$ cat src/hdl/tdp_pkg.sv
package tdp_pkg;

    localparam int COUNT_BITS_DEFAULT  = 16;
    localparam int QUEUE_DEPTH_DEFAULT = 4;

    localparam int BYTE_W   = 8;
    localparam int STATUS_W = 2;
    localparam int MAC_W    = 48;
    localparam int LEN_W    = 16;
    localparam int HDR_IDX_W = 2;

    localparam logic [BYTE_W-1:0] TAG_PAD = 8'h00;
    localparam logic [BYTE_W-1:0] TAG_END = 8'h01;
    localparam logic [BYTE_W-1:0] TAG_FCS = 8'h11;
    localparam logic [BYTE_W-1:0] TAG_MAC = 8'h3C;

    localparam logic [BYTE_W-1:0] FCS_TAG_LEN = 8'd1;
    localparam logic [BYTE_W-1:0] MAC_TAG_LEN = 8'd6;

    localparam logic [HDR_IDX_W-1:0] HDR_LAST_IDX = 2'd3;

    typedef enum logic [2:0] {
        PH_HEADER  = 3'd0,
        PH_TYPE    = 3'd1,
        PH_LEN     = 3'd2,
        PH_DATA    = 3'd3,
        PH_PAYLOAD = 3'd4,
        PH_DROP    = 3'd5
    } phase_t;

    typedef enum logic [STATUS_W-1:0] {
        ST_OK    = 2'd0,
        ST_HDR   = 2'd1,
        ST_TRUNC = 2'd2,
        ST_FCS   = 2'd3
    } status_t;

    typedef struct packed {
        logic [BYTE_W-1:0] data;
        logic              payload;
        logic              last;
        status_t           status;
        logic [MAC_W-1:0]  mac;
        logic              mac_found;
        logic [LEN_W-1:0]  len;
    } result_t;

    function automatic logic [BYTE_W-1:0] hdr_expect(input logic [HDR_IDX_W-1:0] idx);
        logic [BYTE_W-1:0] val;
        unique case (idx)
            2'd0:    val = 8'h01;
            2'd1:    val = 8'h00;
            2'd2:    val = 8'h00;
            default: val = 8'h12;
        endcase
        return val;
    endfunction

endpackage

$ cat src/hdl/tdp_front.sv
module tdp_front
    import tdp_pkg::*;
#(
    parameter int COUNT_BITS = COUNT_BITS_DEFAULT
) (
    input  logic              clk,
    input  logic              rst_n,
    input  logic              cfg_wr_en,
    input  logic              cfg_wr_data,
    input  logic              in_valid,
    output logic              in_ready,
    input  logic [BYTE_W-1:0] in_byte,
    input  logic              in_last,
    input  logic              q_space,
    output logic              q_push,
    output result_t           q_data
);

    localparam logic [COUNT_BITS-1:0] COUNT_MAX = {COUNT_BITS{1'b1}};

    logic                  fcs_err_allow_reg;
    phase_t                phase_reg, phase_next;
    logic [HDR_IDX_W-1:0]  hdr_idx_reg, hdr_idx_next;
    logic [BYTE_W-1:0]     tag_kind_reg, tag_kind_next;
    logic [BYTE_W-1:0]     tag_len_reg, tag_len_next;
    logic [BYTE_W-1:0]     tag_rem_reg, tag_rem_next;
    logic [MAC_W-1:0]      mac_reg, mac_next;
    logic                  mac_seen_reg, mac_seen_next;
    status_t               err_reg, err_next;
    logic [COUNT_BITS-1:0] count_reg, count_next;
    logic                  emit;
    logic                  accept;
    logic [LEN_W-1:0]      len_out;

    assign in_ready = q_space;
    assign accept   = in_valid && in_ready;

    generate
        if (COUNT_BITS >= LEN_W)
        begin : g_len_wide
            assign len_out = count_next[LEN_W-1:0];
        end
        else
        begin : g_len_narrow
            assign len_out = {{(LEN_W-COUNT_BITS){1'b0}}, count_next};
        end
    endgenerate

    always_comb
    begin
        phase_next    = phase_reg;
        hdr_idx_next  = hdr_idx_reg;
        tag_kind_next = tag_kind_reg;
        tag_len_next  = tag_len_reg;
        tag_rem_next  = tag_rem_reg;
        mac_next      = mac_reg;
        mac_seen_next = mac_seen_reg;
        err_next      = err_reg;
        count_next    = count_reg;
        emit          = 1'b0;

        unique case (phase_reg)
            PH_HEADER:
            begin
                if (in_last)
                begin
                    err_next   = ST_TRUNC;
                    phase_next = PH_DROP;
                end
                else if (in_byte != hdr_expect(hdr_idx_reg))
                begin
                    err_next   = ST_HDR;
                    phase_next = PH_DROP;
                end
                else if (hdr_idx_reg == HDR_LAST_IDX)
                begin
                    hdr_idx_next = '0;
                    phase_next   = PH_TYPE;
                end
                else
                begin
                    hdr_idx_next = hdr_idx_reg + 1'b1;
                end
            end
            PH_TYPE:
            begin
                if (in_last)
                begin
                    err_next   = ST_TRUNC;
                    phase_next = PH_DROP;
                end
                else if (in_byte == TAG_END)
                begin
                    phase_next = PH_PAYLOAD;
                end
                else if (in_byte != TAG_PAD)
                begin
                    tag_kind_next = in_byte;
                    phase_next    = PH_LEN;
                end
            end
            PH_LEN:
            begin
                if (in_last)
                begin
                    err_next   = ST_TRUNC;
                    phase_next = PH_DROP;
                end
                else
                begin
                    tag_len_next = in_byte;
                    tag_rem_next = in_byte;
                    phase_next   = (in_byte == '0) ? PH_TYPE : PH_DATA;
                end
            end
            PH_DATA:
            begin
                if (in_last)
                begin
                    err_next   = ST_TRUNC;
                    phase_next = PH_DROP;
                end
                else if (tag_kind_reg == TAG_FCS && tag_len_reg == FCS_TAG_LEN &&
                         !fcs_err_allow_reg && in_byte != '0)
                begin
                    err_next   = ST_FCS;
                    phase_next = PH_DROP;
                end
                else
                begin
                    if (tag_kind_reg == TAG_MAC && tag_len_reg == MAC_TAG_LEN)
                    begin
                        mac_next = {mac_reg[MAC_W-BYTE_W-1:0], in_byte};
                    end
                    tag_rem_next = tag_rem_reg - 1'b1;
                    if (tag_rem_next == '0)
                    begin
                        if (tag_kind_reg == TAG_MAC && tag_len_reg == MAC_TAG_LEN)
                        begin
                            mac_seen_next = 1'b1;
                        end
                        phase_next = PH_TYPE;
                    end
                end
            end
            PH_PAYLOAD:
            begin
                emit = 1'b1;
                if (count_reg != COUNT_MAX)
                begin
                    count_next = count_reg + 1'b1;
                end
            end
            default:
            begin
            end
        endcase

        q_push            = accept && (emit || in_last);
        q_data.data       = emit ? in_byte : '0;
        q_data.payload    = emit;
        q_data.last       = in_last;
        q_data.status     = err_next;
        q_data.mac        = mac_seen_next ? mac_next : '0;
        q_data.mac_found  = mac_seen_next;
        q_data.len        = len_out;
    end

    always_ff @(posedge clk or negedge rst_n)
    begin
        if (!rst_n)
        begin
            fcs_err_allow_reg <= 1'b0;
        end
        else if (cfg_wr_en)
        begin
            fcs_err_allow_reg <= cfg_wr_data;
        end
    end

    always_ff @(posedge clk or negedge rst_n)
    begin
        if (!rst_n)
        begin
            phase_reg    <= PH_HEADER;
            hdr_idx_reg  <= '0;
            tag_kind_reg <= '0;
            tag_len_reg  <= '0;
            tag_rem_reg  <= '0;
            mac_reg      <= '0;
            mac_seen_reg <= 1'b0;
            err_reg      <= ST_OK;
            count_reg    <= '0;
        end
        else if (accept)
        begin
            if (in_last)
            begin
                phase_reg    <= PH_HEADER;
                hdr_idx_reg  <= '0;
                tag_kind_reg <= '0;
                tag_len_reg  <= '0;
                tag_rem_reg  <= '0;
                mac_reg      <= '0;
                mac_seen_reg <= 1'b0;
                err_reg      <= ST_OK;
                count_reg    <= '0;
            end
            else
            begin
                phase_reg    <= phase_next;
                hdr_idx_reg  <= hdr_idx_next;
                tag_kind_reg <= tag_kind_next;
                tag_len_reg  <= tag_len_next;
                tag_rem_reg  <= tag_rem_next;
                mac_reg      <= mac_next;
                mac_seen_reg <= mac_seen_next;
                err_reg      <= err_next;
                count_reg    <= count_next;
            end
        end
    end

endmodule

$ cat src/hdl/tdp_queue.sv
module tdp_queue
    import tdp_pkg::*;
#(
    parameter int QUEUE_DEPTH = QUEUE_DEPTH_DEFAULT
) (
    input  logic    clk,
    input  logic    rst_n,
    input  logic    push,
    input  result_t push_data,
    output logic    space,
    output logic    pop_valid,
    input  logic    pop_ready,
    output result_t pop_data
);

    localparam int PTR_W = (QUEUE_DEPTH > 1) ? $clog2(QUEUE_DEPTH) : 1;
    localparam int CNT_W = $clog2(QUEUE_DEPTH + 1);
    localparam logic [PTR_W-1:0] PTR_LAST = PTR_W'(QUEUE_DEPTH - 1);
    localparam logic [CNT_W-1:0] CNT_FULL = CNT_W'(QUEUE_DEPTH);

    result_t          mem [QUEUE_DEPTH];
    logic [PTR_W-1:0] wr_ptr_reg, wr_ptr_next;
    logic [PTR_W-1:0] rd_ptr_reg, rd_ptr_next;
    logic [CNT_W-1:0] cnt_reg, cnt_next;
    logic             pop;

    assign space     = (cnt_reg != CNT_FULL);
    assign pop_valid = (cnt_reg != '0);
    assign pop       = pop_valid && pop_ready;
    assign pop_data  = mem[rd_ptr_reg];

    always_comb
    begin
        wr_ptr_next = wr_ptr_reg;
        rd_ptr_next = rd_ptr_reg;
        cnt_next    = cnt_reg;
        if (push)
        begin
            wr_ptr_next = (wr_ptr_reg == PTR_LAST) ? '0 : wr_ptr_reg + 1'b1;
        end
        if (pop)
        begin
            rd_ptr_next = (rd_ptr_reg == PTR_LAST) ? '0 : rd_ptr_reg + 1'b1;
        end
        if (push && !pop)
        begin
            cnt_next = cnt_reg + 1'b1;
        end
        else if (pop && !push)
        begin
            cnt_next = cnt_reg - 1'b1;
        end
    end

    always_ff @(posedge clk)
    begin
        if (push)
        begin
            mem[wr_ptr_reg] <= push_data;
        end
    end

    always_ff @(posedge clk or negedge rst_n)
    begin
        if (!rst_n)
        begin
            wr_ptr_reg <= '0;
            rd_ptr_reg <= '0;
            cnt_reg    <= '0;
        end
        else
        begin
            wr_ptr_reg <= wr_ptr_next;
            rd_ptr_reg <= rd_ptr_next;
            cnt_reg    <= cnt_next;
        end
    end

endmodule

$ cat src/hdl/tzsp_decap_tag_parser_top.sv
// Strips TZSP encapsulation from a byte stream: one byte is taken per transfer, and with
// the output side ready the block sustains one byte per clock cycle. Results leave
// through a small result queue of QUEUE_DEPTH entries, which registers them and lets
// the parser keep taking bytes while results wait.
// Each payload byte and each packet's last byte give one result; the status, MAC and
// length fields are final on the result with end set.
module tzsp_decap_tag_parser_top
    import tdp_pkg::*;
#(
    parameter int COUNT_BITS  = COUNT_BITS_DEFAULT,
    parameter int QUEUE_DEPTH = QUEUE_DEPTH_DEFAULT
) (
    input  logic                clk,
    input  logic                rst_n,
    input  logic                cfg_wr_en,
    input  logic                cfg_wr_data,
    input  logic                in_valid,
    output logic                in_ready,
    input  logic [BYTE_W-1:0]   in_byte,
    input  logic                in_last,
    output logic                out_valid,
    input  logic                out_ready,
    output logic [BYTE_W-1:0]   out_byte,
    output logic                out_payload,
    output logic                out_end,
    output logic [STATUS_W-1:0] pkt_status,
    output logic [MAC_W-1:0]    station_mac,
    output logic                mac_found,
    output logic [LEN_W-1:0]    payload_len
);

    logic    q_space;
    logic    q_push;
    result_t q_in;
    result_t q_out;

    tdp_front #(
        .COUNT_BITS (COUNT_BITS)
    ) u_front (
        .clk         (clk),
        .rst_n       (rst_n),
        .cfg_wr_en   (cfg_wr_en),
        .cfg_wr_data (cfg_wr_data),
        .in_valid    (in_valid),
        .in_ready    (in_ready),
        .in_byte     (in_byte),
        .in_last     (in_last),
        .q_space     (q_space),
        .q_push      (q_push),
        .q_data      (q_in)
    );

    tdp_queue #(
        .QUEUE_DEPTH (QUEUE_DEPTH)
    ) u_queue (
        .clk       (clk),
        .rst_n     (rst_n),
        .push      (q_push),
        .push_data (q_in),
        .space     (q_space),
        .pop_valid (out_valid),
        .pop_ready (out_ready),
        .pop_data  (q_out)
    );

    assign out_byte    = q_out.data;
    assign out_payload = q_out.payload;
    assign out_end     = q_out.last;
    assign pkt_status  = q_out.status;
    assign station_mac = q_out.mac;
    assign mac_found   = q_out.mac_found;
    assign payload_len = q_out.len;

endmodule

$ cat config.mk
export PLATFORM = sky130hd
export DESIGN_NAME = tzsp_decap_tag_parser_top
export DESIGN_NICKNAME = d
export VERILOG_FILES = /design/src/hdl/tdp_pkg.sv /design/src/hdl/tdp_front.sv /design/src/hdl/tdp_queue.sv /design/src/hdl/tzsp_decap_tag_parser_top.sv
export SDC_FILE = /design/constraint.sdc
export NUM_CORES = 1
export LEC_CHECK = 0
export BUFFER_PORTS_ARGS = -buffer_cell sky130_fd_sc_hd__buf_2
export CORE_AREA = 2 2 247 249
export CTS_BUF_LIST = sky130_fd_sc_hd__clkbuf_2
export DETAILED_ROUTE_END_ITERATION = 10
export DIE_AREA = 0 0 249 251
export PLACE_DENSITY = 0.56
export SKIP_LAST_GASP = 1
export SYNTH_ARGS = -nofsm -noshare
export SYNTH_HDL_FRONTEND = slang
export SYNTH_SLANG_ARGS = --single-unit
$ cat constraint.sdc
create_clock -name clk -period 3.5 [get_ports clk]
set_clock_uncertainty 0.05 [all_clocks]
set_input_delay 0 -clock clk [delete_from_list [all_inputs] [get_ports clk]]
set_output_delay 0 -clock clk [all_outputs]
set_load 0.05 [all_outputs]
After elaboration in Yosys (flattened, before gate mapping)
Memories as Yosys holds them, arrays and structs flattened.
Cells that the tools add are included.
- memories kept: 1
- memory bits (writable): 308
- word-level logic and storage cells: 132
- register bits after elaboration: 104
- input port bits: 15
- memories (name ; depth ; width ; rd ports ; clocked after Yosys merged registers in ; write ports ; RTL line ; source):
    u_queue.mem ; 4 ; 77 ; 1 ; 0 ; 1 ; tdp_queue.sv:21 ; result_t mem [QUEUE_DEPTH];
- multiplexer cells: 55
- eq/ne operators: 23
- add/sub/neg operators: 7
- reduce and logical (&&, ||, !) cells: 33
- operators by type and width (operator ; number):
    2-to-1 mux 48 bit ; 6
    2-to-1 mux 8 bit ; 11
    2-to-1 mux 16 bit ; 3
    2-to-1 mux 3 bit ; 9
    2-to-1 mux 2 bit ; 13
    adder 16 x 1 -> 16 bit, second input constant ; 1
    equality test 8 x 1 -> 1 bit, second input constant ; 2
    logical NOT 8 bit ; 2
    inequality test 16 bit, second input constant ; 1
    one-hot mux 8 bit (2 select lines) ; 1
    inequality test 4 x 2 -> 1 bit, second input constant ; 3
    one-hot mux 3 bit (4 select lines) ; 1
    one-hot mux 5 bit (2 select lines) ; 1
    nonzero test 2 bit ; 5
    logical AND 1 bit ; 9
    2-to-1 mux 1 bit ; 9
    equality test 2 bit, second input constant ; 4
    equality test 8 x 3 -> 1 bit, second input constant ; 1
    equality test 8 x 5 -> 1 bit, second input constant ; 1
    equality test 8 x 6 -> 1 bit, second input constant ; 1
    inequality test 8 bit ; 1
    nonzero test 8 bit ; 1
    subtractor 8 x 1 -> 8 bit, second input constant ; 1
    adder 2 x 1 -> 2 bit, second input constant ; 3
    other kinds (20) ; 28

Depth between registers and ports, before layout
- word-level depth: 10
- mapped depth: 13
- depth with buffers taken out: 11

Modules after synthesis
A second synthesis with hierarchy kept.
- cells, all modules: 1256
- area total of the unflattened synthesis: 17979.7 um^2
- by module, submodules not included (module ; times used ; cells an instance ; sequential area each (um^2) ; area an instance (um^2)):
    tdp_queue ; 1 ; 441 ; 9424.0 ; 11529.8
    tdp_front ; 1 ; 815 ; 2427.3 ; 6449.9

Worst setup path before layout
Ideal clock, no wire load.
- kind: register to register
- start: register u_front.phase_reg[1]
- end: memory u_queue.mem[0][0] (netlist name), enable pin
- stages on the path, launching flop included: 9
- library setup time: 0.444 ns
- path slack: -0.341 ns
- period minus slack after synthesis: 3.841 ns
- data required time: 3.006 ns
- path buffers: 2
- arrival: 3.348 ns
- cells stage by stage: dfrtp_1 -> buf_2 -> inv_1 -> nand3_1 -> inv_1 -> clkbuf_1 -> nor2_1 -> nor2_1 -> and2_1
- RTL lines (what ; RTL line ; source):
    start: declaration ; tdp_front.sv:22 ; phase_t phase_reg, phase_next;
    start signal: assignment ; tdp_front.sv:211 ; phase_reg <= phase_next;
    end: declaration ; tdp_queue.sv:21 ;

==> impl_metrics.ini <==
[power_and_ir_drop]
sw_frac_of_total = 0.411
netSwitchingPower_w = 0.00640
powerDensity_nw_per_um2 = 758
p_int_w = 0.00916
p_leak_nw = 7.29
clkPwrFrac = 0.216
comb_power_share = 0.371
power_frac_seq = 0.413
ir_worst_vdd_mv = 0.415

[setup_path]
cp-startpoint = u_front.tag_rem_reg[0]
crit_slowest_cell = o21ba_4
reg2reg_from = u_front.tag_rem_reg[0]
cp_cell_sequence = or3_1, nor3_2, xnor2_1, nand4_1, o21ba_4, inv_1
critPathBufInv = 1
startpoint_type = register
slowest_delay_ps = 990
cp.arrival_ps = 3790
reg2reg_depth = 6
critical_path.max_fanout = 50
reg2reg_to = u_queue.mem[1][16]
critPathRequiredTime_ps = 4140
reg2reg_slack_ps = 350
cp_top_family = compound AO/OA/AOI/OAI gates
setup.worst_path.end_class = register
critical_path_class = register to register

[clocking]
clk_pin_slew_worst_paths_ps = 120
h-tree-depth = 3
post_cts_buffers = 0
clock_latency_ps = 1080
cts_buffers = 105
clk_path_buf_depth = 3
clockRootBuffer = clkbuf_2
clock-sinks = 412
cts_tree = built

[synth]
syn_area_um2 = 17800
seq_area_frac_synth = 0.667
syn_avg_cell_area_um2 = 14.9
yosysWarningCount = 0
ys_ff_latch = 412
async_flop_share = 0.252
ys_types = 75
synth_edf_count = 308
synth_cells = 1190
ys.flop_type = edfxtp_1
syn_nets = 1217

[floorplanning]
coreArea_um2 = 59800
num_io_pins = 94
start_util = 0.297
die_y_um = 251
die_w_um = 249
die-area_um2 = 62500
rows = 90

[sta]
rsz0062_at_grt = false
tightestPinTransition_ps = 1220
max_slew_margin = 0.187
max_freq_mhz = 318
hold_slack_ps = 199
tns_ps = 0
min_period_over_period = 0.899
slew_viol_final = 0
hold_viol_final = 0
period_minus_slack_ps = 3150
worst_slack_ps = 354
setup_violations = 0

[finish]
stdcell_count = 2245
area.growth.synth_to_final_pct = 15.5
final_cell_mix = edfxtp_1 (308), nand2_1 (187), clkbuf_2 (163)
fin_util = 0.343
final_common_cell = edfxtp_1
nets = 1405
largest_register_ffs = 308
final_layout_size_suffix_gt1_frac = 0.313

[min_path]
hold_start = cfg_wr_en
min_to = u_front.fcs_err_allow_reg
holdPathStages = 4
hold_path.class = primary input to register

[drt]
drt_wl_total_um = 43800
routed_via_density = 4.85
first_pass_iters = 7
postRouteAntennaNets = 0
wl_per_cell_um = 19.5
drc = 0
drt_first_iter_violations = 787
num_vias = 10886

[place]
pre_cts_slack_ps = 412
gp_congestion = 0.783
portBuffers = 93
placed_cells = 2011
dpl.hpwl_um = 24900

[status]
status = finished clean

[global_route]
grt_pass1_wl_um = 66700
grt_pass1_vias = 11058
grt_overflow = 0
antenna_found_initial = 2
grt_max_degree = 81
grtUsageTotal = 0.140

[flow_run]
max_cap_viol_count = 0
## synth_stat cells, types with 3 or more instances
library cell / instances / area [µm²]
nand2b_1: 10 / 62.6
and3_1: 3 / 18.8
buf_1: 7 / 26.3
ha_1: 11 / 138
o31ai_1: 3 / 22.5
clkbuf_1: 40 / 150
o21ai_1: 20 / 100
or3_1: 4 / 25.0
buf_2: 15 / 75.1
nand2_1: 188 / 706
buf_6: 10 / 113
nor3_1: 14 / 70.1
a21boi_2: 20 / 225
nor2_1: 33 / 124
xnor2_1: 15 / 131
nor2b_1: 5 / 31.3
o22ai_1: 4 / 25.0
xor2_1: 6 / 52.6
o21ai_0: 65 / 325
and2_1: 13 / 81.3
a21o_1: 3 / 22.5
a21oi_2: 49 / 429
a221o_1: 5 / 50.1
nand4_1: 12 / 75.1
nand3_1: 8 / 40.0
mux2i_1: 8 / 80.1
dfrtp_1: 104 / 2600
a21boi_0: 29 / 218
edfxtp_1: 308 / 9250
or4_1: 3 / 22.5
a21oi_1: 19 / 95.1
nor4_1: 10 / 62.6
mux2_2: 4 / 45.0
mux4_2: 77 / 1730
and4_1: 3 / 26.3
inv_1: 15 / 56.3
a211oi_1: 3 / 22.5
## worst max-delay path by stage
stage / end / slack, ps / cells after the start
floorplan: u_queue.mem[0][0] / 490 / 8
CTS: u_front.tag_kind_reg[5] / 30 / 12
global placement: u_queue.mem[0][16] / 500 / 6
global route: pkt_status[1] / 150 / 3
finish: u_queue.mem[1][16] / 350 / 6
detailed placement: u_queue.mem[0][16] / 410 / 6
## kinds of logic (layout without fill, tap and decap cells)
logic type	Yosys count	count (layout)	synth area share
simple gates	321	321	0.0839
other cells	0	1	0
buf+inv	89	361	0.0259
compound gates	245	245	0.0988
fa+ha+maj	12	12	0.00887
mux	90	90	0.105
xor+xnor	21	21	0.0104
flops	412	412	0.667
## power groups by stage
stage,clock network [W],logic (W),registers [W]
floorplan,0,0.00447,0.00627
global placement,0,0.00584,0.00652
detailed placement,0,0.00584,0.00655
CTS,0.00350,0.00592,0.00644
global route,0.00374,0.00615,0.00652
finish,0.00336,0.00577,0.00643
## routing by layer
metal,wire (µm),vias up,track usage
li1,-,4974,-
met1,19600,5562,0.186
met2,21100,299,0.226
met3,2280,51,0.0325
met4,820,0,0.0513
met5,0,-,0
## tightest hold or removal path, stage by stage
cell,delay [ps]
dlygate4sd3_1,510
buf_2,100
mux2_2,140
dlygate4sd3_1,530
## per-stage QoR
step | cell area (µm²) | power, W
4_1_cts | 20500 | 0.0159
3_3_place_gp | 19100 | 0.0124
3_5_place_dp | 19100 | 0.0124
6_report | 20500 | 0.0156
2_1_floorplan | 17800 | 0.0107
5_1_grt | 20500 | 0.0164
## layout make-up
class | instances | area [µm²]
Antenna cell | 1 | 2.50
Fill cell | 5853 | 39300
Sequential cell | 412 | 11900
Tap cell | 782 | 978
Clock buffer | 163 | 816
Inverter | 15 | 56.3
Multi-Input combinational cell | 689 | 5490
Timing Repair Buffer | 155 | 1160
Clock inverter | 28 | 174
## timing repair
action                                  4_1_cts  5_1_grt
gates resized for setup                       0        2
hold buffers                                 42        0
endpoints found under the setup margin        0        2
hold endpoints to repair                    592        0
Note: power is estimated with default switching activity, not from simulation.
